## src/hdl/mexp_pkg.sv

```systemverilog
// Shared constants for the modular exponentiation core.
package mexp_pkg;

  // Default width of the message, result, modulus and exponent words.
  localparam int DEFAULT_WORD_BITS = 32;

  // Configuration register indexes.
  localparam int CFG_INDEX_BITS = 1;
  localparam logic [CFG_INDEX_BITS-1:0] REG_MODULUS  = 1'b0;
  localparam logic [CFG_INDEX_BITS-1:0] REG_EXPONENT = 1'b1;

endpackage

```

## src/hdl/mexp_mulmod.sv

```systemverilog
// Bit-serial modular multiplier: p = (a * b) mod n, one bit of b per cycle.
module mexp_mulmod #(
  parameter int WORD_BITS = mexp_pkg::DEFAULT_WORD_BITS
) (
  input  logic                 clk,
  input  logic                 rst_n,
  input  logic                 start,
  input  logic [WORD_BITS-1:0] a,
  input  logic [WORD_BITS-1:0] b,
  input  logic [WORD_BITS-1:0] n,
  output logic                 done,
  output logic [WORD_BITS-1:0] p
);

  localparam int CNT_BITS = $clog2(WORD_BITS + 1);

  logic                 busy_r;
  logic                 done_r;
  logic [CNT_BITS-1:0]  cnt_r;
  logic [WORD_BITS-1:0] acc_r;
  logic [WORD_BITS-1:0] a_r;
  logic [WORD_BITS-1:0] b_sh_r;

  // One step: acc = (2*acc + bit*a) mod n. The sum stays below 3n, so the
  // result is the sum minus 0, n or 2n, all three tried side by side.
  logic [WORD_BITS+1:0] sum;
  logic [WORD_BITS+2:0] diff1;
  logic [WORD_BITS+2:0] diff2;
  logic [WORD_BITS-1:0] acc_nxt;

  always_comb begin
    sum   = {1'b0, acc_r, 1'b0} + (b_sh_r[WORD_BITS-1] ? {2'b00, a_r} : '0);
    diff1 = {1'b0, sum} - {3'b000, n};
    diff2 = {1'b0, sum} - {2'b00, n, 1'b0};
    if (!diff2[WORD_BITS+2]) begin
      acc_nxt = diff2[WORD_BITS-1:0];
    end else if (!diff1[WORD_BITS+2]) begin
      acc_nxt = diff1[WORD_BITS-1:0];
    end else begin
      acc_nxt = sum[WORD_BITS-1:0];
    end
  end

  always_ff @(posedge clk) begin
    if (!rst_n) begin
      busy_r <= 1'b0;
      done_r <= 1'b0;
      cnt_r  <= '0;
    end else begin
      done_r <= 1'b0;
      if (start) begin
        busy_r <= 1'b1;
        cnt_r  <= CNT_BITS'(WORD_BITS);
      end else if (busy_r) begin
        cnt_r <= cnt_r - 1'b1;
        if (cnt_r == CNT_BITS'(1)) begin
          busy_r <= 1'b0;
          done_r <= 1'b1;
        end
      end
    end
  end

  always_ff @(posedge clk) begin
    if (start) begin
      acc_r  <= '0;
      a_r    <= a;
      b_sh_r <= b;
    end else if (busy_r) begin
      acc_r  <= acc_nxt;
      b_sh_r <= {b_sh_r[WORD_BITS-2:0], 1'b0};
    end
  end

  assign done = done_r;
  assign p    = acc_r;

endmodule

```

## src/hdl/modular_exponentiation_core.sv

```systemverilog
// One transaction is in work at a time; the rate is set by the bit-serial modular
// multiplier, which retires one multiplier bit per cycle and is shared by every step.
// Reset (synchronous, rst_n low) sets modulus to 2, exponent to 1 and empties the block.
// A finished result waits in the output register while the next message is accepted.
module modular_exponentiation_core #(
  parameter int WORD_BITS = mexp_pkg::DEFAULT_WORD_BITS
) (
  input  logic                                clk,
  input  logic                                rst_n,
  // Configuration write port.
  input  logic                                cfg_we,
  input  logic [mexp_pkg::CFG_INDEX_BITS-1:0] cfg_index,
  input  logic [WORD_BITS-1:0]                cfg_wdata,
  // Input channel.
  input  logic                                in_valid,
  output logic                                in_stall,
  input  logic [WORD_BITS-1:0]                in_message,
  // Result channel.
  output logic                                out_valid,
  input  logic                                out_stall,
  output logic [WORD_BITS-1:0]                out_result
);

  localparam int CNT_BITS = $clog2(WORD_BITS + 1);

  // The work is a left-to-right square-and-multiply. The message is first
  // reduced below the modulus by running it through the multiplier as
  // 1 * message mod n. After that each exponent bit, from the top down,
  // costs one squaring and, when the bit is set, one multiply by the base.
  // The degenerate cases (exponent zero, modulus zero or one) finish at once.
  typedef enum logic [2:0] {
    ST_IDLE,
    ST_REDUCE,
    ST_SQUARE,
    ST_MULT,
    ST_FINISH
  } state_t;

  state_t               state_r;
  logic [WORD_BITS-1:0] modulus_r;
  logic [WORD_BITS-1:0] exponent_r;
  logic [WORD_BITS-1:0] exp_sh_r;
  logic [WORD_BITS-1:0] base_r;
  logic [WORD_BITS-1:0] res_r;
  logic [CNT_BITS-1:0]  bit_cnt_r;
  logic                 mul_start_r;
  logic [WORD_BITS-1:0] mul_a_r;
  logic [WORD_BITS-1:0] mul_b_r;
  logic                 out_valid_r;
  logic [WORD_BITS-1:0] out_result_r;

  logic                 mul_done;
  logic [WORD_BITS-1:0] mul_p;
  logic                 in_take;
  logic                 out_free;
  logic                 last_bit;

  // Configuration registers. Writes must arrive only while the block is idle; the block itself
  // does not enforce this. The datapath reads them directly during a transaction.
  always_ff @(posedge clk) begin
    if (!rst_n) begin
      modulus_r  <= WORD_BITS'(2);
      exponent_r <= WORD_BITS'(1);
    end else if (cfg_we) begin
      case (cfg_index)
        mexp_pkg::REG_MODULUS:  modulus_r  <= cfg_wdata;
        mexp_pkg::REG_EXPONENT: exponent_r <= cfg_wdata;
        default: ;
      endcase
    end
  end

  mexp_mulmod #(
    .WORD_BITS(WORD_BITS)
  ) u_mulmod (
    .clk  (clk),
    .rst_n(rst_n),
    .start(mul_start_r),
    .a    (mul_a_r),
    .b    (mul_b_r),
    .n    (modulus_r),
    .done (mul_done),
    .p    (mul_p)
  );

  assign in_stall = (state_r != ST_IDLE);
  assign in_take  = in_valid && !in_stall;
  // The output register can take a new result when it is empty or its
  // current result leaves in this cycle.
  assign out_free = !out_valid_r || !out_stall;
  assign last_bit = (bit_cnt_r == CNT_BITS'(1));

  // Sequencer: state, multiplier operands and the output register.
  always_ff @(posedge clk) begin
    if (!rst_n) begin
      state_r     <= ST_IDLE;
      mul_start_r <= 1'b0;
      out_valid_r <= 1'b0;
    end else begin
      mul_start_r <= 1'b0;
      if (out_valid_r && !out_stall) begin
        out_valid_r <= 1'b0;
      end
      case (state_r)
        ST_IDLE: begin
          if (in_take) begin
            exp_sh_r <= exponent_r;
            if (exponent_r == '0) begin
              // Empty product: one, not reduced.
              res_r   <= WORD_BITS'(1);
              state_r <= ST_FINISH;
            end else if (modulus_r < WORD_BITS'(2)) begin
              res_r   <= '0;
              state_r <= ST_FINISH;
            end else begin
              mul_a_r     <= WORD_BITS'(1);
              mul_b_r     <= in_message;
              mul_start_r <= 1'b1;
              state_r     <= ST_REDUCE;
            end
          end
        end
        ST_REDUCE: begin
          if (mul_done) begin
            // The accumulator starts at one; its first squaring opens the loop.
            base_r      <= mul_p;
            bit_cnt_r   <= CNT_BITS'(WORD_BITS);
            mul_a_r     <= WORD_BITS'(1);
            mul_b_r     <= WORD_BITS'(1);
            mul_start_r <= 1'b1;
            state_r     <= ST_SQUARE;
          end
        end
        ST_SQUARE: begin
          if (mul_done) begin
            if (exp_sh_r[WORD_BITS-1]) begin
              mul_a_r     <= mul_p;
              mul_b_r     <= base_r;
              mul_start_r <= 1'b1;
              state_r     <= ST_MULT;
            end else begin
              exp_sh_r <= {exp_sh_r[WORD_BITS-2:0], 1'b0};
              if (last_bit) begin
                res_r   <= mul_p;
                state_r <= ST_FINISH;
              end else begin
                bit_cnt_r   <= bit_cnt_r - 1'b1;
                mul_a_r     <= mul_p;
                mul_b_r     <= mul_p;
                mul_start_r <= 1'b1;
              end
            end
          end
        end
        ST_MULT: begin
          if (mul_done) begin
            exp_sh_r <= {exp_sh_r[WORD_BITS-2:0], 1'b0};
            if (last_bit) begin
              res_r   <= mul_p;
              state_r <= ST_FINISH;
            end else begin
              bit_cnt_r   <= bit_cnt_r - 1'b1;
              mul_a_r     <= mul_p;
              mul_b_r     <= mul_p;
              mul_start_r <= 1'b1;
              state_r     <= ST_SQUARE;
            end
          end
        end
        ST_FINISH: begin
          if (out_free) begin
            out_result_r <= res_r;
            out_valid_r  <= 1'b1;
            state_r      <= ST_IDLE;
          end
        end
        default: begin
          state_r <= ST_IDLE;
        end
      endcase
    end
  end

  assign out_valid  = out_valid_r;
  assign out_result = out_result_r;

endmodule

```

## config.mk

```make
export PLATFORM = sky130hd
export DESIGN_NAME = modular_exponentiation_core
export DESIGN_NICKNAME = d
export VERILOG_FILES = /design/src/hdl/mexp_pkg.sv /design/src/hdl/mexp_mulmod.sv /design/src/hdl/modular_exponentiation_core.sv
export SDC_FILE = /design/constraint.sdc
export NUM_CORES = 1
export LEC_CHECK = 0
export ABC_CLOCK_PERIOD_IN_PS = 4500
export BUFFER_PORTS_ARGS = -buffer_cell sky130_fd_sc_hd__buf_2
export CAP_MARGIN = 30
export CORE_MARGIN = 10
export CORE_UTILIZATION = 25
export DETAILED_ROUTE_END_ITERATION = 8
export SLEW_MARGIN = 0
export SYNTH_ARGS = -nofsm -noshare
export SYNTH_HDL_FRONTEND = slang
export SYNTH_SLANG_ARGS = --single-unit
```

## constraint.sdc

```tcl
create_clock -name clk -period 4.5 [get_ports clk]
set_clock_uncertainty 0.05 [all_clocks]
set_input_delay 0.45 -clock clk [delete_from_list [all_inputs] [get_ports clk]]
set_output_delay 0.45 -clock clk [all_outputs]
set_load 0.005 [all_outputs]
```

==> metrics list, run 1 <==
* Post-route DRC violation count: 0
- Period Utilization, post-route: 111%
- Max Freq: 200 MHz
- The number of antenna violations at the first check in global routing was 10.
* First-pass GRT wire length: 91.9 mm
- In this run the biggest area consumer among cell types represents 39.3% of the synthesized area.
- No sink is reached through more buffers than the 3 on the longest clock path.
* Distinct cell type count of the synthesized netlist: 87
* Minimum setup slack among reg-to-reg paths: -0.51 ns
- Total congestion overflow after global routing: 0
- After clock tree synthesis, the clock-pin slew on the worst setup and hold paths is 0.06 ns.
* Worst VDD drop: 330 uV
- Post-Synthesis Cells: 1,889
- Data on the critical path is required at its endpoint by 4.88 ns.
- 104 I/O pins were placed.
- Summing over every cut layer, the via total after detailed routing is 16,059.
- Final number of setup-violating endpoints: 32
- Setup total negative slack on the finished layout was measured at -14.42 ns.
- For this configuration, the core starts out at a cell density of 25.3%.
- Hold repair after CTS inserted 0 buffers.
- Yosys mapped a number of flops with a built-in enable equal to 262.
* Width of the die: 303 um
- In the final design database the tool counted 2,472 nets.
- Once routing completed, OpenROAD measured the worst setup slack at -0.506 ns.
- The floorplan step defined a die boundary enclosing 91,700 sq um.
- The final count of pins violating max slew is 0.
- After detailed routing, the average wire length per cell comes to 17.4 um.
- Dominant cells by area after synthesis: sky130_fd_sc_hd__edfxtp_1 39%, sky130_fd_sc_hd__dfxtp_1 11%, sky130_fd_sc_hd__ha_1 6.2%, sky130_fd_sc_hd__nand2_1 3.8%, sky130_fd_sc_hd__a21oi_1 2.8%
* Synth cell count leaders: 262 x sky130_fd_sc_hd__edfxtp_1, 203 x sky130_fd_sc_hd__nand2_1, 111 x sky130_fd_sc_hd__a21oi_1, 109 x sky130_fd_sc_hd__dfxtp_1, 99 x sky130_fd_sc_hd__ha_1
* Worst slew margin: 37.4%
* GPL Wtd Cong: 0.918
- After synthesis the netlist holds a flip-flop and latch count of 371.
* Worst Setup Path Type: reg -> reg
* Slew at the pin closest to its max-slew limit: 0.939 ns
* Sequential share of the synthesized area: 50.2%
- The checks that failed: setup timing.
- Area overhead of the layout relative to synthesis: 32.0%
- The floorplan has 103 rows.
- Half-perimeter wire length after placement: 44.4 mm
- The tree is rooted in a sky130_fd_sc_hd__clkbuf_16.
- Power spread over the standard cell area amounts to 693 nW/um^2.
- The die is 303 um tall.
- Clk sink count: 371
- Counting the buffers created by CTS gives 41.
* Initial DRC count: 1,163
* Most used DFF post-synth: sky130_fd_sc_hd__edfxtp_1
- In the synthesized netlist the async set-or-reset flop fraction comes to 0%.
- At the later pin of the worst-skew pair, clock insertion delay measures 0.57 ns.
* Worst path slowest cell: sky130_fd_sc_hd__edfxtp_1
- In the routed layout, each cell is associated on average with a via count of 4.74.
- Critical Path Sink Type: flip-flop
* H-tree lvl count: 2
- Via count of the first global-routing pass: 15,916
- The flow ran to the end, but the final reports show violations.
- Global router's overall resource usage: 12.6%
- The path with the worst hold slack has its endpoint at modulus_r[17].
* Max-cap violation count: 0
* Port Buffers: 103
- The smallest clock period supported by the final layout is computed as 5.01 ns.
- Most frequent cell after synthesis: sky130_fd_sc_hd__edfxtp_1
- Residual antenna-violating net count after detailed routing: 0
- Leakage power figure: 0.0104 uW
- Ratio of cells with drive above 1 in the final layout: 29.6%
- The startpoint identified for the worst register-to-register timing path is u_mulmod.b_sh_r[31].
- CP startpoint: u_mulmod.b_sh_r[31]
* Initial DRT Pass Iterations: 5
- The core region is 79,100 sq um.
* YS warnings: 0
* Worst path arrival time: 5.38 ns
- Register-to-Register Path Depth: 25
* Worst Hold Margin: 0.0983 ns
- Place WS: -0.741 ns
- Hold Fails Final Rpt: 0
* Depth of the worst hold-timing path: 3
- Summed over all layers, the routed wires come to 59.1 mm.
* Net Count, Synth: 2,061
- The synthesized netlist occupies a cell area of 20,000 sq um.
* Element type at the critical path start: flip-flop
* Cell accounting for the most synthesized area: sky130_fd_sc_hd__edfxtp_1
- RSZ-0062 raised after global routing: true
- In this run the critical register-to-register path is captured at u_mulmod.p[27].
* Critical Path Max Stage Delay: 0.48 ns
- Synth Area per Inst: 10.6 sq um
* Critical path fanouts, max: 12
* Hold crit path type: in -> reg
- Hold_sp: cfg_wdata[17]
- Pin count of the biggest net entering global routing: 72
- TritonCTS built the clock tree.
- Total power: 18,300 uW
[sequential cells by signal (all words and copies together) (netlist names)]
signal and count:
base_r 32, exp_sh_r 32, exponent_r 32, modulus_r 32, mul_a_r 32, mul_b_r 32
out_result 32, res_r 32, u_mulmod.a_r 32, u_mulmod.b_sh_r 32, u_mulmod.p 32, bit_cnt_r 6
u_mulmod.cnt_r 6, state_r 3, mul_start_r 1, out_valid 1, u_mulmod.busy_r 1, u_mulmod.done 1
[layout make-up]
type                    count  area (sq um)
repair buffers            460          3290
inverters                  60           228
flip-flops and latches    371         10100
clock buffers              53          1130
well taps                1050          1310
clock inverters            21           283
fillers                  7969         52700
multi-input cells        1366         10100
diodes                      6          15.0
[what timing repair did]
item,in CTS,in global routing
buffers inserted,9,4
pin swaps,39,24
cloned,1,0
endpoints found under the setup margin,32,32
hold endpoints to repair,0,0
gates resized for setup,74,36
[cells by family after synthesis]
family	share of synthesized area, %
buffers and inverters	3.03
AO/OA/AOI/OAI	18.8
flip-flops	50.2
adder cells (fa/ha/maj)	6.49
XOR/XNOR	3.80
multiplexers	4.25
AND/OR/NAND/NOR	13.4
[through the flow]
step                util (%)  cells  area, sq um
floorplan                  -   1889        20200
global placement        30.6   3291        24200
detailed placement      30.7   3294        24300
CTS                     33.1   3377        26200
global route            33.4   3386        26400
finish                  33.4   3387        26400
[layer usage]
metal  vias to the layer above  GRT usage (%)  part of all wire [%]
li1                       7881              -                     -
met1                      7686           17.5                    48
met2                       409           19.8                    44
met3                        75           2.45                   5.9
met4                         8           3.24                   2.0
met5                         -              0                 0.076
[power by group]
part	internal, uW	switching (uW)	leakage [uW]
logic	5180	5390	0.00642
clock network	2180	1370	0.000699
registers	3970	208	0.00332
total	11300	6970	0.0104
[cells in the final DEF, fill, tap and decap left out, drive strengths merged, types with 19 or more instances in the layout]
cell type,instances
mux2i,50
dfxtp,109
a21boi,66
a22oi,37
a22o,62
nand3,35
xnor2,55
and2,73
clkbuf,53
nor2,94
a211oi,19
nor4,21
nor3,43
a21oi,113
xor2,31
ha,99
buf,460
inv,62
mux2,31
a21o,35
nand2,204
edfxtp,262
o21ai,86
nor2b,19
[worst max-delay path: cells and delay by family, from the launching register on]
kind                     cells  cell delay [ns]
flip-flops                   1             0.48
adder cells (fa/ha/maj)      2             0.45
AND/OR/NAND/NOR              3             0.33
AO/OA/AOI/OAI               14             2.54
buffers and inverters        4             0.72
XOR/XNOR                     1             0.14
multiplexers                 1             0.16
[worst max-delay path by stage]
stage	cells after the start	endpoint	slack, ns
after floorplan	25	u_mulmod.p[16]	-0.13
final	25	u_mulmod.p[27]	-0.51
after CTS	24	u_mulmod.p[0]	-0.41
after global routing	27	u_mulmod.p[5]	-0.73
after detailed placement	24	u_mulmod.p[7]	-0.74
after global placement	23	u_mulmod.p[0]	-0.60
Note: power is estimated with default switching activity, not from simulation.
==> run 2, diff against run 1 <==
--- a/config.mk
+++ b/config.mk
@@ -11,6 +11,7 @@
 export CORE_MARGIN = 10
 export CORE_UTILIZATION = 25
 export DETAILED_ROUTE_END_ITERATION = 8
+export RECOVER_POWER = 100
 export SLEW_MARGIN = 0
 export SYNTH_ARGS = -nofsm -noshare
 export SYNTH_HDL_FRONTEND = slang
==> run 2 against run 1 <==
Effect of this change:
- the run ends with capacitance limit, slew limit, setup timing left
- global-route usage unchanged
- hold slack better by 0.0046 ns
- core utilization decreased by 0.14 points
- flip-flop and latch count is the same
- clock power hardly changed
==> metrics list, run 2 (synthesis results as in run 1) <==
- Run status: finished with violations
- The checks that failed: capacitance limit, slew limit, setup timing.
- RSZ-0062 raised after global routing: true
* CP startpoint: u_mulmod.b_sh_r[31]
* Hold Fails Final Rpt: 0 (unchanged)
* Wire length on met1: 28.4 mm (+0.53%)
* Worst path arrival time: 5.39 ns (about the same)
* Critical Path Sink Type: flip-flop
* Hold crit path type: in -> reg
- Clock tree synthesis selected as its root buffer the cell sky130_fd_sc_hd__clkbuf_16.
- In this run the critical register-to-register path is launched from u_mulmod.b_sh_r[31].
- The critical path is of the reg -> reg type.
* Max-cap violation count: 1 (+1)
- TritonCTS clock tree: built
- The mean number of vias per cell was 4.74 (about the same).
- The global-route wire length before repair is 91.9 mm (unchanged).
- The floorplan die width is 303 um (unchanged).
* Cell internal pwr: 11,300 uW (-0.68%)
* Pin count of the biggest net entering global routing: 72 (unchanged)
* Number of cells in the design after placement: 3,294 (unchanged)
* Total congestion overflow after global routing: 0 (unchanged)
- The net total in the final layout came to 2,472 (unchanged).
- The number of buffers between clock root and the deepest sink came to 3 (unchanged).
- The height of the chip is 303 um (unchanged).
* Ratio of cells with drive above 1 in the final layout: 28.3% (-1.3 points)
* Critical Path Max Stage Delay: 0.48 ns (about the same)
* Slew at the pin closest to its max-slew limit: 2.65 ns (+1.71 ns)
- The final count of pins violating max slew was 72 (+72).
- R2R Path End: u_mulmod.p[27]
- Number of cells in the finished layout apart from fillers: 3,387 (unchanged)
- GPL Wtd Cong: 0.918 (unchanged)
- Cts bufs inserted: 41 (unchanged)
- Number of buffers and inverters on the critical path: 4 (unchanged)
- Register-to-Register Path Depth: 25 (unchanged)
- The net switching component of the power is 6980 uW (about the same).
* Final sum of negative setup slack: -14.89 ns (-0.479 ns)
- The initial core utilization is 25.3% (unchanged).
- The total detailed-routing wirelength came to 59.1 mm (about the same).
- The setup slack of the most critical reg-to-reg path came to -0.52 ns (about the same).
- Data required time of the worst path: 4.87 ns (about the same)
- Post-route DRC violation count: 0 (unchanged)
- Power density cells: 693 nW/um^2 (about the same)
* Proportion of power drawn by combinational gates: 57.6% (about the same)
- Crit path depth: 25 (unchanged)
- Sw frac: 38.3% (+0.18 points)
- The initial detailed-routing violation count came to 1,116 (-4.0%).
- The top cell types in the final layout, fill and taps aside, are 318 x sky130_fd_sc_hd__buf_4, 262 x sky130_fd_sc_hd__edfxtp_1, 200 x sky130_fd_sc_hd__nand2_1.
* Final number of setup-violating endpoints: 32 (unchanged)
- Routed signal wires occupy layers up through met5.
- The minimum clock period after layout came to 5.02 ns (+0.0140 ns).
- The leakage power was 0.0103 uW (-1.1%).
- The number of levels in the clock H-tree came to 2 (unchanged).
- Following the worst setup path forward leads to its endpoint at u_mulmod.p[27].
* Worst path slowest cell: sky130_fd_sc_hd__edfxtp_1
* Vias: 16,070 (+0.068%)
* Worst slew margin: -76.8% (-110 points)
* IO Count: 104 (unchanged)
* Element type at the critical path start: flip-flop
- CTS Hold Bufs: 0 (unchanged)
- Global router's overall resource usage: 12.6% (unchanged)
- The sum of met2 wire segment lengths after detailed routing was 26.0 mm (-0.17%).
* Leading cell type in the layout, fill and taps excluded: sky130_fd_sc_hd__buf_4
- Port Buffers: 103 (unchanged)
- The clock-pin slew of the registers on the worst-case setup and hold paths was 0.06 ns (about the same).
- Number of antenna violations at the first check in global routing: 10 (unchanged)
* Half-perimeter wire length after placement: 44.4 mm (unchanged)
- The largest vdd supply drop came to 330 uV (about the same).
* Initial DRT Pass Iterations: 6 (+1)
* Clk sink count: 371 (unchanged)
- Clock network power share: 19.5% (about the same)
* Via count of the first global-routing pass: 15,916 (unchanged)
- The maximum clock rate came to 199 MHz (-0.28%).
- Residual antenna-violating net count after detailed routing: 0 (unchanged)
* Length of routed met3 wiring: 3.46 mm (-1.3%)
- Layout fillers: 7,996 (+0.34%)
* Core region area: 79,100 sq um (unchanged)
- Area overhead of the layout relative to synthesis: 31.4%
* Period Utilization, post-route: 112% (+0.31 points)
- Post-detailed-route wirelength per cell: 17.5 um (about the same)
* Crit-path leading delay family: compound AO/OA/AOI/OAI gates
* Clock latency at the later pin of the worst-skew pair: 0.57 ns (about the same)
* Sequential fraction of design power: 22.9% (about the same)
* Setup slack of the critical path after layout: -0.520 ns (-0.0140 ns)
- The worst-path maximum fanout came to 12 (unchanged).
- The number of rows created at floorplan came to 103 (unchanged).
- The area of the die came to 91,700 sq um (unchanged).
run 2: worst min-delay path, stage by stage:
cell and delay, ns:
sky130_fd_sc_hd__buf_2 0.11, sky130_fd_sc_hd__nand2_1 0.04, sky130_fd_sc_hd__a21boi_0 0.06
run 2: how the worst min path moves through the flow:
stage | startpoint | end | slack (ns) | depth (start not counted)
global placement | res_r[13] | out_result[13] | 0.35 | 0
global route | cfg_wdata[21] | exponent_r[21] | 0.11 | 3
CTS | cfg_wdata[17] | modulus_r[17] | 0.08 | 3
floorplan | res_r[0] | out_result[0] | 0.35 | 0
finish | cfg_wdata[17] | modulus_r[17] | 0.10 | 3
detailed placement | res_r[10] | out_result[10] | 0.36 | 0
run 2: cell type report:
cell class / count / area (sq um) / area share (%)
flip-flops and latches: 371 / 10100 / 38.2
diodes: 6 / 15.0 / 0.0571
well taps: 1050 / 1310 / 5.00
clock inverters: 21 / 283 / 1.08
repair buffers: 460 / 3180 / 12.1
clock buffers: 53 / 1130 / 4.31
multi-input cells: 1366 / 10100 / 38.4
inverters: 60 / 228 / 0.866
run 2: what timing repair did:
action,4_1_cts,5_1_grt
pin swaps,39,24
buffers inserted,9,4
endpoints found under the setup margin,32,32
resized for setup,74,36
gates cloned,1,0
run 2: power by group through the flow:
stage	logic, uW	registers (uW)	clock network (uW)
global route	11400	4200	3780
CTS	10200	4170	3640
global placement	9770	4230	0
detailed placement	9780	4230	0
floorplan	5600	4210	0
finish	10500	4180	3560
run 2: per-stage QoR:
step | power (uW) | area, sq um | hold slack (ns) | worst slack (ns) | utilization (%)
6_report | 18200 | 26300 | 0.103 | -0.520 | 33.2
2_1_floorplan | 9810 | 20200 | 0.350 | -0.131 | -
5_1_grt | 19400 | 26300 | 0.108 | -0.729 | 33.2
3_5_place_dp | 14000 | 24300 | 0.355 | -0.741 | 30.7
4_1_cts | 18000 | 26200 | 0.0754 | -0.411 | 33.1
3_3_place_gp | 14000 | 24200 | 0.351 | -0.604 | 30.6
run 2: metal layers:
metal	up-vias	track usage [%]
met5	-	0
met4	8	3.24
met3	73	2.45
met2	414	19.8
met1	7686	17.5
li1	7889	-
